--- config.mk ---
export PLATFORM = sky130hd
export DESIGN_NAME = touch_zone_event_qualifier
export DESIGN_NICKNAME = d
export VERILOG_FILES = /design/src/hdl/tzeq_pkg.sv /design/src/hdl/tzeq_lane.sv /design/src/hdl/tzeq_merge.sv /design/src/hdl/tzeq_outbuf.sv /design/src/hdl/touch_zone_event_qualifier.sv
export SDC_FILE = /design/constraint.sdc
export NUM_CORES = 1
export LEC_CHECK = 0
export BUFFER_PORTS_ARGS = -buffer_cell sky130_fd_sc_hd__buf_4
export CAP_MARGIN = 20
export CORE_MARGIN = 2
export CORE_UTILIZATION = 50
export CTS_CLUSTER_SIZE = 16
export DETAILED_ROUTE_END_ITERATION = 8
export PLACE_DENSITY = 0.76
export SLEW_MARGIN = 20
export SYNTH_ARGS = -nofsm -noshare
export SYNTH_HDL_FRONTEND = slang
export SYNTH_SLANG_ARGS = --single-unit
--- constraint.sdc ---
create_clock -name clk -period 7.8 [get_ports clk]
set_input_delay 0.39 -clock clk [delete_from_list [all_inputs] [get_ports clk]]
set_output_delay 0.39 -clock clk [all_outputs]
set_load 0.05 [all_outputs]
--- src/hdl/tzeq_pkg.sv ---
// ----------------------------------------------------------------------------
// tzeq_pkg
// Shared constants and codes for the touch zone event qualifier: zone layout,
// electrode field format, tick counter width and configuration indexes.
// ----------------------------------------------------------------------------
package tzeq_pkg;

	// zone layout
	localparam int NUM_ZONES  = 6;
	localparam int LEFT_ZONE  = 3;
	localparam int RIGHT_ZONE = 4;
	localparam int BOTH_ZONE  = 5;

	// electrode bitmap and per-zone electrode field
	localparam int ELEC_W         = 12;
	localparam int FIELD_W        = 5;
	localparam int SEL_W          = 4;
	localparam int ELECTRODE_LAST = 11;
	localparam int MAP_W          = NUM_ZONES * FIELD_W;

	// tick counters
	localparam int TICK_W = 16;
	localparam logic [TICK_W-1:0] TICK_MAX = '1;

	// configuration port
	localparam int CFG_IDX_W  = 2;
	localparam int CFG_DATA_W = MAP_W;

	typedef enum logic [CFG_IDX_W-1:0] {
		CFG_ZONE_ENABLE = 2'd0,
		CFG_ELECTRODE   = 2'd1,
		CFG_REFRACTORY  = 2'd2,
		CFG_COALESCE    = 2'd3
	} cfg_reg_t;

	// per-lane setup handed from the top level to each lane
	typedef struct packed {
		logic                 enable;
		logic                 sampled;
		logic                 ordinary;
		logic [FIELD_W-1:0]   electrode;
	} lane_cfg_t;

endpackage

--- src/hdl/tzeq_lane.sv ---
// ----------------------------------------------------------------------------
// tzeq_lane
// One zone lane: picks the zone's electrode, detects a rising touch, keeps the
// ticks-since-fire counter and qualifies fires against the refractory count.
// ----------------------------------------------------------------------------
module tzeq_lane (
	input  logic                             clk,
	input  logic                             arst_n,
	input  logic                             step,
	input  logic [tzeq_pkg::ELEC_W-1:0]      touched,
	input  tzeq_pkg::lane_cfg_t              cfg,
	input  logic [tzeq_pkg::TICK_W-1:0]      refractory,
	input  logic                             extra_req,
	output logic                             rise,
	output logic                             fire
);
	import tzeq_pkg::*;

	logic                    prev_q;
	logic [TICK_W-1:0]       since_q;
	logic [2**SEL_W-1:0]     touched_ext;
	logic                    assigned;
	logic                    now_touched;
	logic                    prev_next;
	logic [TICK_W-1:0]       since_inc;
	logic [TICK_W-1:0]       since_mid;
	logic                    ord_fire;
	logic                    extra_ok;

	// electrode select and edge detect
	assign touched_ext = {{(2**SEL_W-ELEC_W){1'b0}}, touched};
	assign assigned    = cfg.enable && cfg.sampled &&
		(cfg.electrode <= FIELD_W'(ELECTRODE_LAST));
	assign now_touched = touched_ext[cfg.electrode[SEL_W-1:0]];
	assign prev_next   = assigned && now_touched;
	assign rise        = prev_next && !prev_q;

	// saturating tick count, then ordinary fire before any late attempt
	assign since_inc = (since_q == TICK_MAX) ? since_q : since_q + TICK_W'(1);
	assign ord_fire  = rise && cfg.ordinary && (since_inc >= refractory);
	assign since_mid = ord_fire ? '0 : since_inc;
	assign extra_ok  = since_mid >= refractory;
	assign fire      = ord_fire || (extra_req && extra_ok);

	// lane state
	always_ff @(posedge clk or negedge arst_n) begin
		if (!arst_n) begin
			prev_q  <= 1'b0;
			since_q <= '0;
		end else if (step) begin
			prev_q  <= prev_next;
			since_q <= fire ? '0 : since_inc;
		end
	end

endmodule

--- src/hdl/tzeq_merge.sv ---
// ----------------------------------------------------------------------------
// tzeq_merge
// Cheek coalescing: holds the left and right pendings with their countdowns,
// pairs opposite cheek rises into the both zone and expires old pendings.
// ----------------------------------------------------------------------------
module tzeq_merge (
	input  logic                               clk,
	input  logic                               arst_n,
	input  logic                               step,
	input  logic [tzeq_pkg::NUM_ZONES-1:0]     rise,
	input  logic [tzeq_pkg::TICK_W-1:0]        coalesce,
	input  logic                               both_enable,
	output logic [tzeq_pkg::NUM_ZONES-1:0]     extra_req
);
	import tzeq_pkg::*;

	logic [1:0]              pend_q;
	logic [TICK_W-1:0]       ticks_q [2];
	logic [1:0]              pend_d;
	logic [TICK_W-1:0]       ticks_d [2];
	logic [1:0]              expire;
	logic                    both_req;
	logic                    coal_on;

	assign coal_on = coalesce != '0;

	// countdown, pairing in zone order, then expiry
	always_comb begin
		pend_d   = pend_q;
		both_req = 1'b0;
		expire   = 2'b00;
		for (int i = 0; i < 2; i++) begin
			ticks_d[i] = (pend_q[i] && ticks_q[i] != '0) ?
				ticks_q[i] - TICK_W'(1) : ticks_q[i];
		end
		// left cheek comes first
		if (coal_on && rise[LEFT_ZONE]) begin
			if (pend_d[1]) begin
				pend_d   = 2'b00;
				both_req = 1'b1;
			end else begin
				pend_d[0]  = 1'b1;
				ticks_d[0] = coalesce;
			end
		end
		if (coal_on && rise[RIGHT_ZONE]) begin
			if (pend_d[0]) begin
				pend_d   = 2'b00;
				both_req = 1'b1;
			end else begin
				pend_d[1]  = 1'b1;
				ticks_d[1] = coalesce;
			end
		end
		for (int i = 0; i < 2; i++) begin
			if (pend_d[i] && ticks_d[i] == '0) begin
				expire[i] = 1'b1;
				pend_d[i] = 1'b0;
			end
		end
		extra_req             = '0;
		extra_req[LEFT_ZONE]  = expire[0];
		extra_req[RIGHT_ZONE] = expire[1];
		extra_req[BOTH_ZONE]  = both_req && both_enable;
	end

	// pending state
	always_ff @(posedge clk or negedge arst_n) begin
		if (!arst_n) begin
			pend_q     <= 2'b00;
			ticks_q[0] <= '0;
			ticks_q[1] <= '0;
		end else if (step) begin
			pend_q     <= pend_d;
			ticks_q[0] <= ticks_d[0];
			ticks_q[1] <= ticks_d[1];
		end
	end

endmodule

--- src/hdl/tzeq_outbuf.sv ---
// ----------------------------------------------------------------------------
// tzeq_outbuf
// Output register with a skid entry, so a new beat is taken while a finished
// result still waits downstream.
// ----------------------------------------------------------------------------
module tzeq_outbuf (
	input  logic                               clk,
	input  logic                               arst_n,
	input  logic                               in_valid,
	output logic                               in_stall,
	input  logic [tzeq_pkg::NUM_ZONES-1:0]     in_data,
	output logic                               out_valid,
	input  logic                               out_stall,
	output logic [tzeq_pkg::NUM_ZONES-1:0]     out_data
);
	import tzeq_pkg::*;

	logic                    out_valid_q;
	logic                    skid_valid_q;
	logic [NUM_ZONES-1:0]    out_data_q;
	logic [NUM_ZONES-1:0]    skid_data_q;
	logic                    take;
	logic                    acc;

	assign in_stall  = skid_valid_q;
	assign out_valid = out_valid_q;
	assign out_data  = out_data_q;
	assign take      = out_valid_q && !out_stall;
	assign acc       = in_valid && !skid_valid_q;

	// control
	always_ff @(posedge clk or negedge arst_n) begin
		if (!arst_n) begin
			out_valid_q  <= 1'b0;
			skid_valid_q <= 1'b0;
		end else if (!out_valid_q || take) begin
			out_valid_q  <= skid_valid_q || acc;
			skid_valid_q <= 1'b0;
		end else if (acc) begin
			skid_valid_q <= 1'b1;
		end
	end

	// payload
	always_ff @(posedge clk) begin
		if (!out_valid_q || take) begin
			out_data_q <= skid_valid_q ? skid_data_q : in_data;
		end else if (acc) begin
			skid_data_q <= in_data;
		end
	end

endmodule

--- src/hdl/touch_zone_event_qualifier.sv ---
// ----------------------------------------------------------------------------
// touch_zone_event_qualifier
// Qualifies per-zone touch events from a polled electrode bitmap, with
// per-zone refractory counts and left/right cheek coalescing.
// ----------------------------------------------------------------------------
// lanes and cheek pairing are combinational; the fire mask is registered
// throughput: one beat per cycle while the skid entry is empty
// a two-entry output buffer keeps input open while one result waits
// reset clears zone state, pendings and configuration to their defaults
// ----------------------------------------------------------------------------
module touch_zone_event_qualifier (
	input  logic                               clk,
	input  logic                               arst_n,
	input  logic                               cfg_we,
	input  logic [tzeq_pkg::CFG_IDX_W-1:0]     cfg_index,
	input  logic [tzeq_pkg::CFG_DATA_W-1:0]    cfg_data,
	input  logic                               in_valid,
	output logic                               in_stall,
	input  logic [tzeq_pkg::ELEC_W-1:0]        touched,
	output logic                               out_valid,
	input  logic                               out_stall,
	output logic [tzeq_pkg::NUM_ZONES-1:0]     fire_mask
);
	import tzeq_pkg::*;

	logic [NUM_ZONES-1:0]    enable_q;
	logic [MAP_W-1:0]        map_q;
	logic [TICK_W-1:0]       refractory_q;
	logic [TICK_W-1:0]       coalesce_q;
	logic                    step;
	logic [NUM_ZONES-1:0]    rise;
	logic [NUM_ZONES-1:0]    fire;
	logic [NUM_ZONES-1:0]    extra_req;
	lane_cfg_t               lane_cfg [NUM_ZONES];

	assign step = in_valid && !in_stall;

	// configuration registers
	always_ff @(posedge clk or negedge arst_n) begin
		if (!arst_n) begin
			enable_q     <= '0;
			map_q        <= '1;
			refractory_q <= '0;
			coalesce_q   <= '0;
		end else if (cfg_we) begin
			unique case (cfg_reg_t'(cfg_index))
				CFG_ZONE_ENABLE: enable_q     <= cfg_data[NUM_ZONES-1:0];
				CFG_ELECTRODE:   map_q        <= cfg_data[MAP_W-1:0];
				CFG_REFRACTORY:  refractory_q <= cfg_data[TICK_W-1:0];
				CFG_COALESCE:    coalesce_q   <= cfg_data[TICK_W-1:0];
				default: ;
			endcase
		end
	end

	// one lane per zone
	for (genvar z = 0; z < NUM_ZONES; z++) begin : g_lane
		assign lane_cfg[z].enable    = enable_q[z];
		assign lane_cfg[z].sampled   = (z != BOTH_ZONE);
		assign lane_cfg[z].ordinary  = ((z != LEFT_ZONE) && (z != RIGHT_ZONE)) ||
			(coalesce_q == '0);
		assign lane_cfg[z].electrode = map_q[z*FIELD_W +: FIELD_W];

		tzeq_lane u_lane (
			.clk        (clk),
			.arst_n     (arst_n),
			.step       (step),
			.touched    (touched),
			.cfg        (lane_cfg[z]),
			.refractory (refractory_q),
			.extra_req  (extra_req[z]),
			.rise       (rise[z]),
			.fire       (fire[z])
		);
	end

	// cheek pairing across lanes
	tzeq_merge u_merge (
		.clk         (clk),
		.arst_n      (arst_n),
		.step        (step),
		.rise        (rise),
		.coalesce    (coalesce_q),
		.both_enable (enable_q[BOTH_ZONE]),
		.extra_req   (extra_req)
	);

	// result buffering
	tzeq_outbuf u_outbuf (
		.clk       (clk),
		.arst_n    (arst_n),
		.in_valid  (in_valid),
		.in_stall  (in_stall),
		.in_data   (fire),
		.out_valid (out_valid),
		.out_stall (out_stall),
		.out_data  (fire_mask)
	);

endmodule

### Word-level counts from Yosys, hierarchy flattened

Index checks and enable logic that the tools add are counted.

* bits in registers: 212
* output and inout bits: 8
* logic and storage cells: 162
* bits of input ports: 49

* reduce and logical (&&, ||, !) cells: 59
* multiplexer cells: 45
* bitwise operators: 1
* equality and inequality tests: 9
* $lt $le $gt $ge: 18
* add/subtract/negate cells: 8

Operator list (number)
* $mux 16: 20
* $ge 16x16->1: 8
* $add 16x1->16 const B: 6
* $eq 16x16->1 const B: 6
* $logic_not 16->1: 3
* $reduce_bool 16->1: 3
* $logic_and 1x1->1: 34
* $sub 16x1->16 const B: 2
* $le 5x4->1 const B: 5
* $lt 4x5->1 const B: 5
* $bmux 1 s4: 5
* $mux 1: 17
* $reduce_and 2->1: 5
* $logic_not 1->1: 8
* $mux 6: 1
* $eq 2x2->1 const B: 2
* $logic_or 1x1->1: 4
* $mux 2: 2
* $eq 2x1->1 const B: 1
* $logic_not 2->1: 1
* $reduce_bool 2->1: 1
* $not 1->1: 1

### Depth between registers and ports, before layout

* depth in word-level cells: 14
* depth in mapped cells: 28
* depth with buffers taken out: 25

### By module

Synthesis repeated with hierarchy kept, for this count alone.

* cell total of the unflattened synthesis: 2120
* area, all modules: 18910.6 um^2

Modules (own cells, without submodules)
* tzeq_lane (g_lane[2].u_lane ...): times used 2, cells each 259, area each 2132.0 um^2, seq. area each 425.4 um^2
* tzeq_lane (g_lane[0].u_lane ...): times used 2, cells each 259, area each 2130.8 um^2, seq. area each 425.4 um^2
* tzeq_merge: times used 1, cells each 371, area each 2989.1 um^2, seq. area each 850.8 um^2
* touch_zone_event_qualifier: times used 1, cells each 153, area each 2643.8 um^2, seq. area each 1739.2 um^2
* tzeq_lane (g_lane[1].u_lane): times used 1, cells each 272, area each 2140.8 um^2, seq. area each 425.4 um^2
* tzeq_lane (g_lane[5].u_lane): times used 1, cells each 263, area each 2064.5 um^2, seq. area each 425.4 um^2
* tzeq_outbuf: times used 1, cells each 25, area each 546.8 um^2, seq. area each 410.4 um^2

### Worst setup path after synthesis

OpenSTA, ideal clock, no wires.

* path kind: register to register
* start point: reg g_lane[4].u_lane.since_q[6]
* end point: reg u_outbuf.out_data_q[4], in the netlist u_outbuf.out_data[4] (data pin)
* stages on the path, launching flop included: 27
* path slack: 2.248 ns
* path buffers: 3
* clock period less this slack: 5.552 ns
* data required time: 7.540 ns
* arrival: 5.293 ns
* setup time: 0.260 ns
* cell sequence: dfrtp_1 -> and3_1 -> and3_1 -> nand3_1 -> or3_1 -> clkbuf_1 -> nand3_1 -> xor2_1 -> inv_1 -> ha_1 -> a21o_1 -> a21o_1 -> a211oi_1 -> nand3_1 -> a31oi_1 -> nor4_1 -> clkbuf_1 -> nor2_1 -> ha_1 -> a21oi_1 -> a21oi_1 -> a2111o_1 -> a211oi_1 -> inv_1 -> a31o_2 -> buf_2 -> mux2_2

* cells in the longest elaborated chain, start to end: 9
* elaborated cells between the ends (all ways): 10
* those cells by class: add/sub: 1; order compare: 2; eq/ne: 1; mux: 3; reduce/logical: 3

RTL lines
* start: declaration: line tzeq_lane.sv:20 `logic [TICK_W-1:0] since_q;`
* start signal: assignment: line tzeq_lane.sv:52 `since_q <= fire ? '0 : since_inc;`
* $add 16x1->16 or $eq 16x16->1 (tied branches): line tzeq_lane.sv:39 `assign since_inc = (since_q == TICK_MAX) ? since_q : since_q + TICK_W'(1);`
* $mux 16 (*): line tzeq_lane.sv:39
* $ge 16x16->1: line tzeq_lane.sv:40 `assign ord_fire = rise && cfg.ordinary && (since_inc >= refractory);`
* $logic_and 1x1->1: line tzeq_lane.sv:40
* $mux 16: line tzeq_lane.sv:41 `assign since_mid = ord_fire ? '0 : since_inc;`
* $ge 16x16->1: line tzeq_lane.sv:42 `assign extra_ok = since_mid >= refractory;`
* $logic_and 1x1->1: line tzeq_lane.sv:43 `assign fire = ord_fire || (extra_req && extra_ok);`
* $logic_or 1x1->1 (*): line tzeq_lane.sv:43
* $mux 6 (*): line tzeq_outbuf.sv:47 `out_data_q <= skid_valid_q ? skid_data_q : in_data;`
* end signal: assignment: line tzeq_outbuf.sv:47
* end: declaration: line tzeq_outbuf.sv:20 `logic [NUM_ZONES-1:0] out_data_q;`

Every way passes the cells marked *; elsewhere a longest branch is shown, timed or not.
A chain may end at the register's enable or synchronous reset.

### Worst setup path in the final report

* start point: reg g_lane[3].u_lane.since_q[6]
* end point: reg u_outbuf.out_data_q[3], in the netlist u_outbuf.out_data[3] (data pin)

* cells in the longest elaborated chain, start to end: 9
* elaborated cells between the ends (all ways): 10
* those cells by class: add/sub: 1; order compare: 2; eq/ne: 1; mux: 3; reduce/logical: 3

RTL lines (line)
* start: declaration: tzeq_lane.sv:20
* start signal: assignment: tzeq_lane.sv:52
* $add 16x1->16 or $eq 16x16->1 (tied branches): tzeq_lane.sv:39
* $mux 16 (*): tzeq_lane.sv:39
* $ge 16x16->1: tzeq_lane.sv:40
* $logic_and 1x1->1: tzeq_lane.sv:40
* $mux 16: tzeq_lane.sv:41
* $ge 16x16->1: tzeq_lane.sv:42
* $logic_and 1x1->1: tzeq_lane.sv:43
* $logic_or 1x1->1 (*): tzeq_lane.sv:43
* $mux 6 (*): tzeq_outbuf.sv:47

Marks and branches as above.

==> metrics.md <==
| Metric | Value |
|---|---|
| Hold Path Depth | 2 |
| Setup crit start kind | flop |
| Routed Antenna Nets | 0 |
| Routed WL | 39.8 mm |
| Port bufs | 51 |
| Worst-Margin Slew | 1.04 ns |
| Most frequent cells in the layout | dfrtp_1, nand2_1, nor2_1, ha_1, o21ai_0 |
| Syn avg cell area | 9.04 um2 |
| Commonest non-fill, non-tap cell in the layout | dfrtp_1 |
| Layout fillers | 2,664 |
| DIE HEIGHT | 179 um |
| PwrDens | 292 mW/mm2 |
| Final worst slack | 1.52 ns |
| Yosys cell types | 82 |
| Worst reg-to-reg path cell count | 22 |
| Post-synthesis mux area share | 8.13% |
| Post-synthesis compound-gate area fraction | 17.5% |
| WHS | 0.0762 ns |
| Yosys reg bits | 212 |
| CP top delay family | compound AO/OA/AOI/OAI gates |
| Setup TNS | 0 ns |
| CTS Buffer Depth | 3 |
| Slew Limit Fails | 0 |
| Slowest cell on crit path | o21ai_0 |
| Clock sink count | 212 |
| Number of buffers created by CTS | 25 |
| Ports | 57 |
| Critical path class | reg2reg |
| Place WS | 1.61 ns |
| Worst path bufs/invs | 2 |
| Drt pass-1 iters | 5 |
| Status | complete, no violations |
| Synth Area in Simple Gates | 19.9% |
| Layout cells sized above 1 | 14.6% |
| Post-detail-place hpwl | 27.4 mm |
| Wire per inst | 18.6 um |
| Initial antenna violation count | 0 |
| Reg clk slew, reported paths | 0.06 ns |
| Cell area after layout | 0.0170 mm2 |
| FP Rows | 64 |
| Fin crit share | 80.5% |
| Main combinational cell family by area after synthesis | simple AND/OR/NAND/NOR gates |
| Ys flop type | dfrtp_1 |
| Syn Inst Count | 1,701 |
| Post-synth design cell area | 0.0154 mm2 |
| Initial Utilization | 50.6% |
| N_diodes | 0 |
| Levels on crit path | 22 |
| Fmax | 159 MHz |
| Critical Path Max Stage Delay | 0.62 ns |
| Min Clock Period, post-route | 6.28 ns |
| Final Setup Violations | 0 |
| GPL Wtd Cong | 0.906 |
| Die Width | 179 um |
| Max cap viols | 0 |
| Detailed Route Iter0 Violations | 1,203 |
| Worst EP required | 8.10 ns |
| CP max FO | 18 |
| DIE AREA | 0.0322 mm2 |
| Largest net degree at the start of global routing | 91 |
| RSZ-0062 raised after global routing | false |
| Final #Nets | 1,912 |
| DP Area | 0.0161 mm2 |
| Leakage Power | 7.66 nW |
| Grt ovf | 0 |
| Area growth from synthesis to layout | 10.4% |
| First-pass GRT wire length | 65.3 mm |
| Mapped Nets | 1,886 |
| Final Util | 55.8% |
| Data arrival time of the worst path | 6.58 ns |
| EDFF count, synth | 12 |
| Drt via density | 6.20 |
| Maximum VDD drop | 0.307 mV |
| Count of final hold-check violations | 0 |
| Post-Synth Adder-Cell Area | 11.1% |
| Hold Path Class | in2reg |
| Htree depth | 1 |
| Core ar. | 0.0304 mm2 |
| Clk_skew | 0.0102 ns |
| Synth warn | 0 |
| Drt drc | 0 |
| Worst Setup End Kind | flop |
| CTS tree | yes |
| Cells along the critical path | and4_1 > nand4_1 > nor3_1 > buf_4 > mux2i_1 > inv_1 > ha_1 > a21o_1 > a211o_1 > o211ai_1 > a211oi_1 > o21ai_0 > nand2b_1 > ha_1 > nand2b_1 > a21o_1 > a21oi_1 > o21ai_0 > a2111oi_0 > o221a_2 > o31ai_4 > mux2_1 |
| Vias in the first global route | 12,900 |
| Clk root buf | clkbuf_16 |
| Rel. slew slack | 30.7% |
| Asr flop ratio synth | 94.3% |
| Register area share after synthesis | 35.1% |
| Routed vias | 13,300 |
| Setup Fix Bufs, Post-CTS | 0 |
| Latest clock arrival within the worst-skew pair | 0.55 ns |
| Gr usage total | 24.5% |
| XOR/XNOR share of the synthesized area | 4.67% |
[layer usage]
metal	global-route usage, %	vias up	share of wire (%)
met1	32.8	6461	44
met3	3.50	92	5.6
met5	0	-	0
met2	40.2	426	47
met4	9.24	0	3.7
li1	-	6296	-
[final timing paths]
| kind | startpoint | to | slack, ns |
|---|---|---|---|
| hold / removal | cfg_data[16] | map_q[16] | 0.08 |
| setup reg to reg | g_lane[3].u_lane.since_q[6] | u_outbuf.out_data[3] | 1.52 |
| max in group asynchronous | arst_n | u_merge.ticks_q[11] | 5.35 |
| setup / recovery | g_lane[3].u_lane.since_q[6] | u_outbuf.out_data[3] | 1.52 |
| hold reg to reg | g_lane[3].u_lane.prev_q | g_lane[3].u_lane.prev_q | 0.48 |
| min in group asynchronous | arst_n | g_lane[0].u_lane.since_q[12] | 0.47 |
[stage by stage]
step / total power [W] / std cells
floorplan: 0.00318 / 1701
global placement: 0.00361 / 2095
detailed placement: 0.00371 / 2095
CTS: 0.00495 / 2142
global route: 0.00533 / 2142
finish: 0.00496 / 2142
[cell usage after synthesis (9+ instances only)]
cell type | number | area (um2)
edfxtp_1 | 12 | 360
nor4_1 | 24 | 150
mux2_2 | 71 | 800
nand3b_1 | 10 | 75.1
nor2_1 | 136 | 510
a21oi_1 | 88 | 440
o22ai_1 | 10 | 62.6
dfstp_2 | 25 | 657
nand2_1 | 167 | 627
mux2i_1 | 17 | 170
and3_1 | 32 | 200
a22o_1 | 18 | 158
xor2_1 | 41 | 359
nand3_1 | 65 | 325
nand4_1 | 35 | 219
o21ai_0 | 120 | 601
xnor2_1 | 41 | 359
and4_1 | 10 | 87.6
ha_1 | 136 | 1700
and2_1 | 9 | 56.3
clkbuf_1 | 59 | 221
a31oi_1 | 17 | 106
mux4_2 | 12 | 270
nor3_1 | 37 | 185
o31ai_1 | 33 | 248
o21a_1 | 13 | 97.6
inv_1 | 77 | 289
nor2b_1 | 13 | 81.3
nand2b_1 | 20 | 125
dfrtp_1 | 175 | 4380
or3_1 | 19 | 119
a21o_1 | 38 | 285
[cell type report]
class / count / area [um2] / share of cell area, %
multi-input cells: 1345 / 9450 / 55.7
clock buffers: 32 / 683 / 4.02
well taps: 396 / 495 / 2.92
repair buffers: 65 / 497 / 2.93
inverters: 78 / 293 / 1.72
flip-flops and latches: 212 / 5400 / 31.8
clock inverters: 14 / 163 / 0.958
[sequential cells by signal, summed over array words and instances, names as in the netlist, 6 cells and up]
signal,flops
g_lane.u_lane.since_q,96
enable_q,6
map_q,25
u_outbuf.skid_data_q,6
u_outbuf.out_data,6
coalesce_q,16
u_merge.ticks_q,32
refractory_q,16
[where the power goes]
part           switching [W]  total, W  leakage (nW)  internal, W
combinational        0.00106   0.00191          4.68     0.000849
sequential          0.000421   0.00184          2.57      0.00141
clock               0.000488   0.00121         0.417     0.000723
total                0.00197   0.00496          7.66      0.00299
[cell families (layout without fill, tap and decap cells)]
group | count (synthesis) | count (layout)
AOI/OAI and AO/OA | 411 | 411
buffers and inverters | 144 | 189
adders and majority gates | 136 | 136
DFF | 212 | 212
and+or+nand+nor | 615 | 615
xor gates and xnor gates | 82 | 82
muxes | 101 | 101
[timing repair]
item / in CTS / in global routing
hold buffers: 1 / 0
gates resized for setup: 0 / 0
endpoints found under the hold margin: 89 / 0
endpoints found under the setup margin: 0 / 0
(Power assumes the default switching activity.)
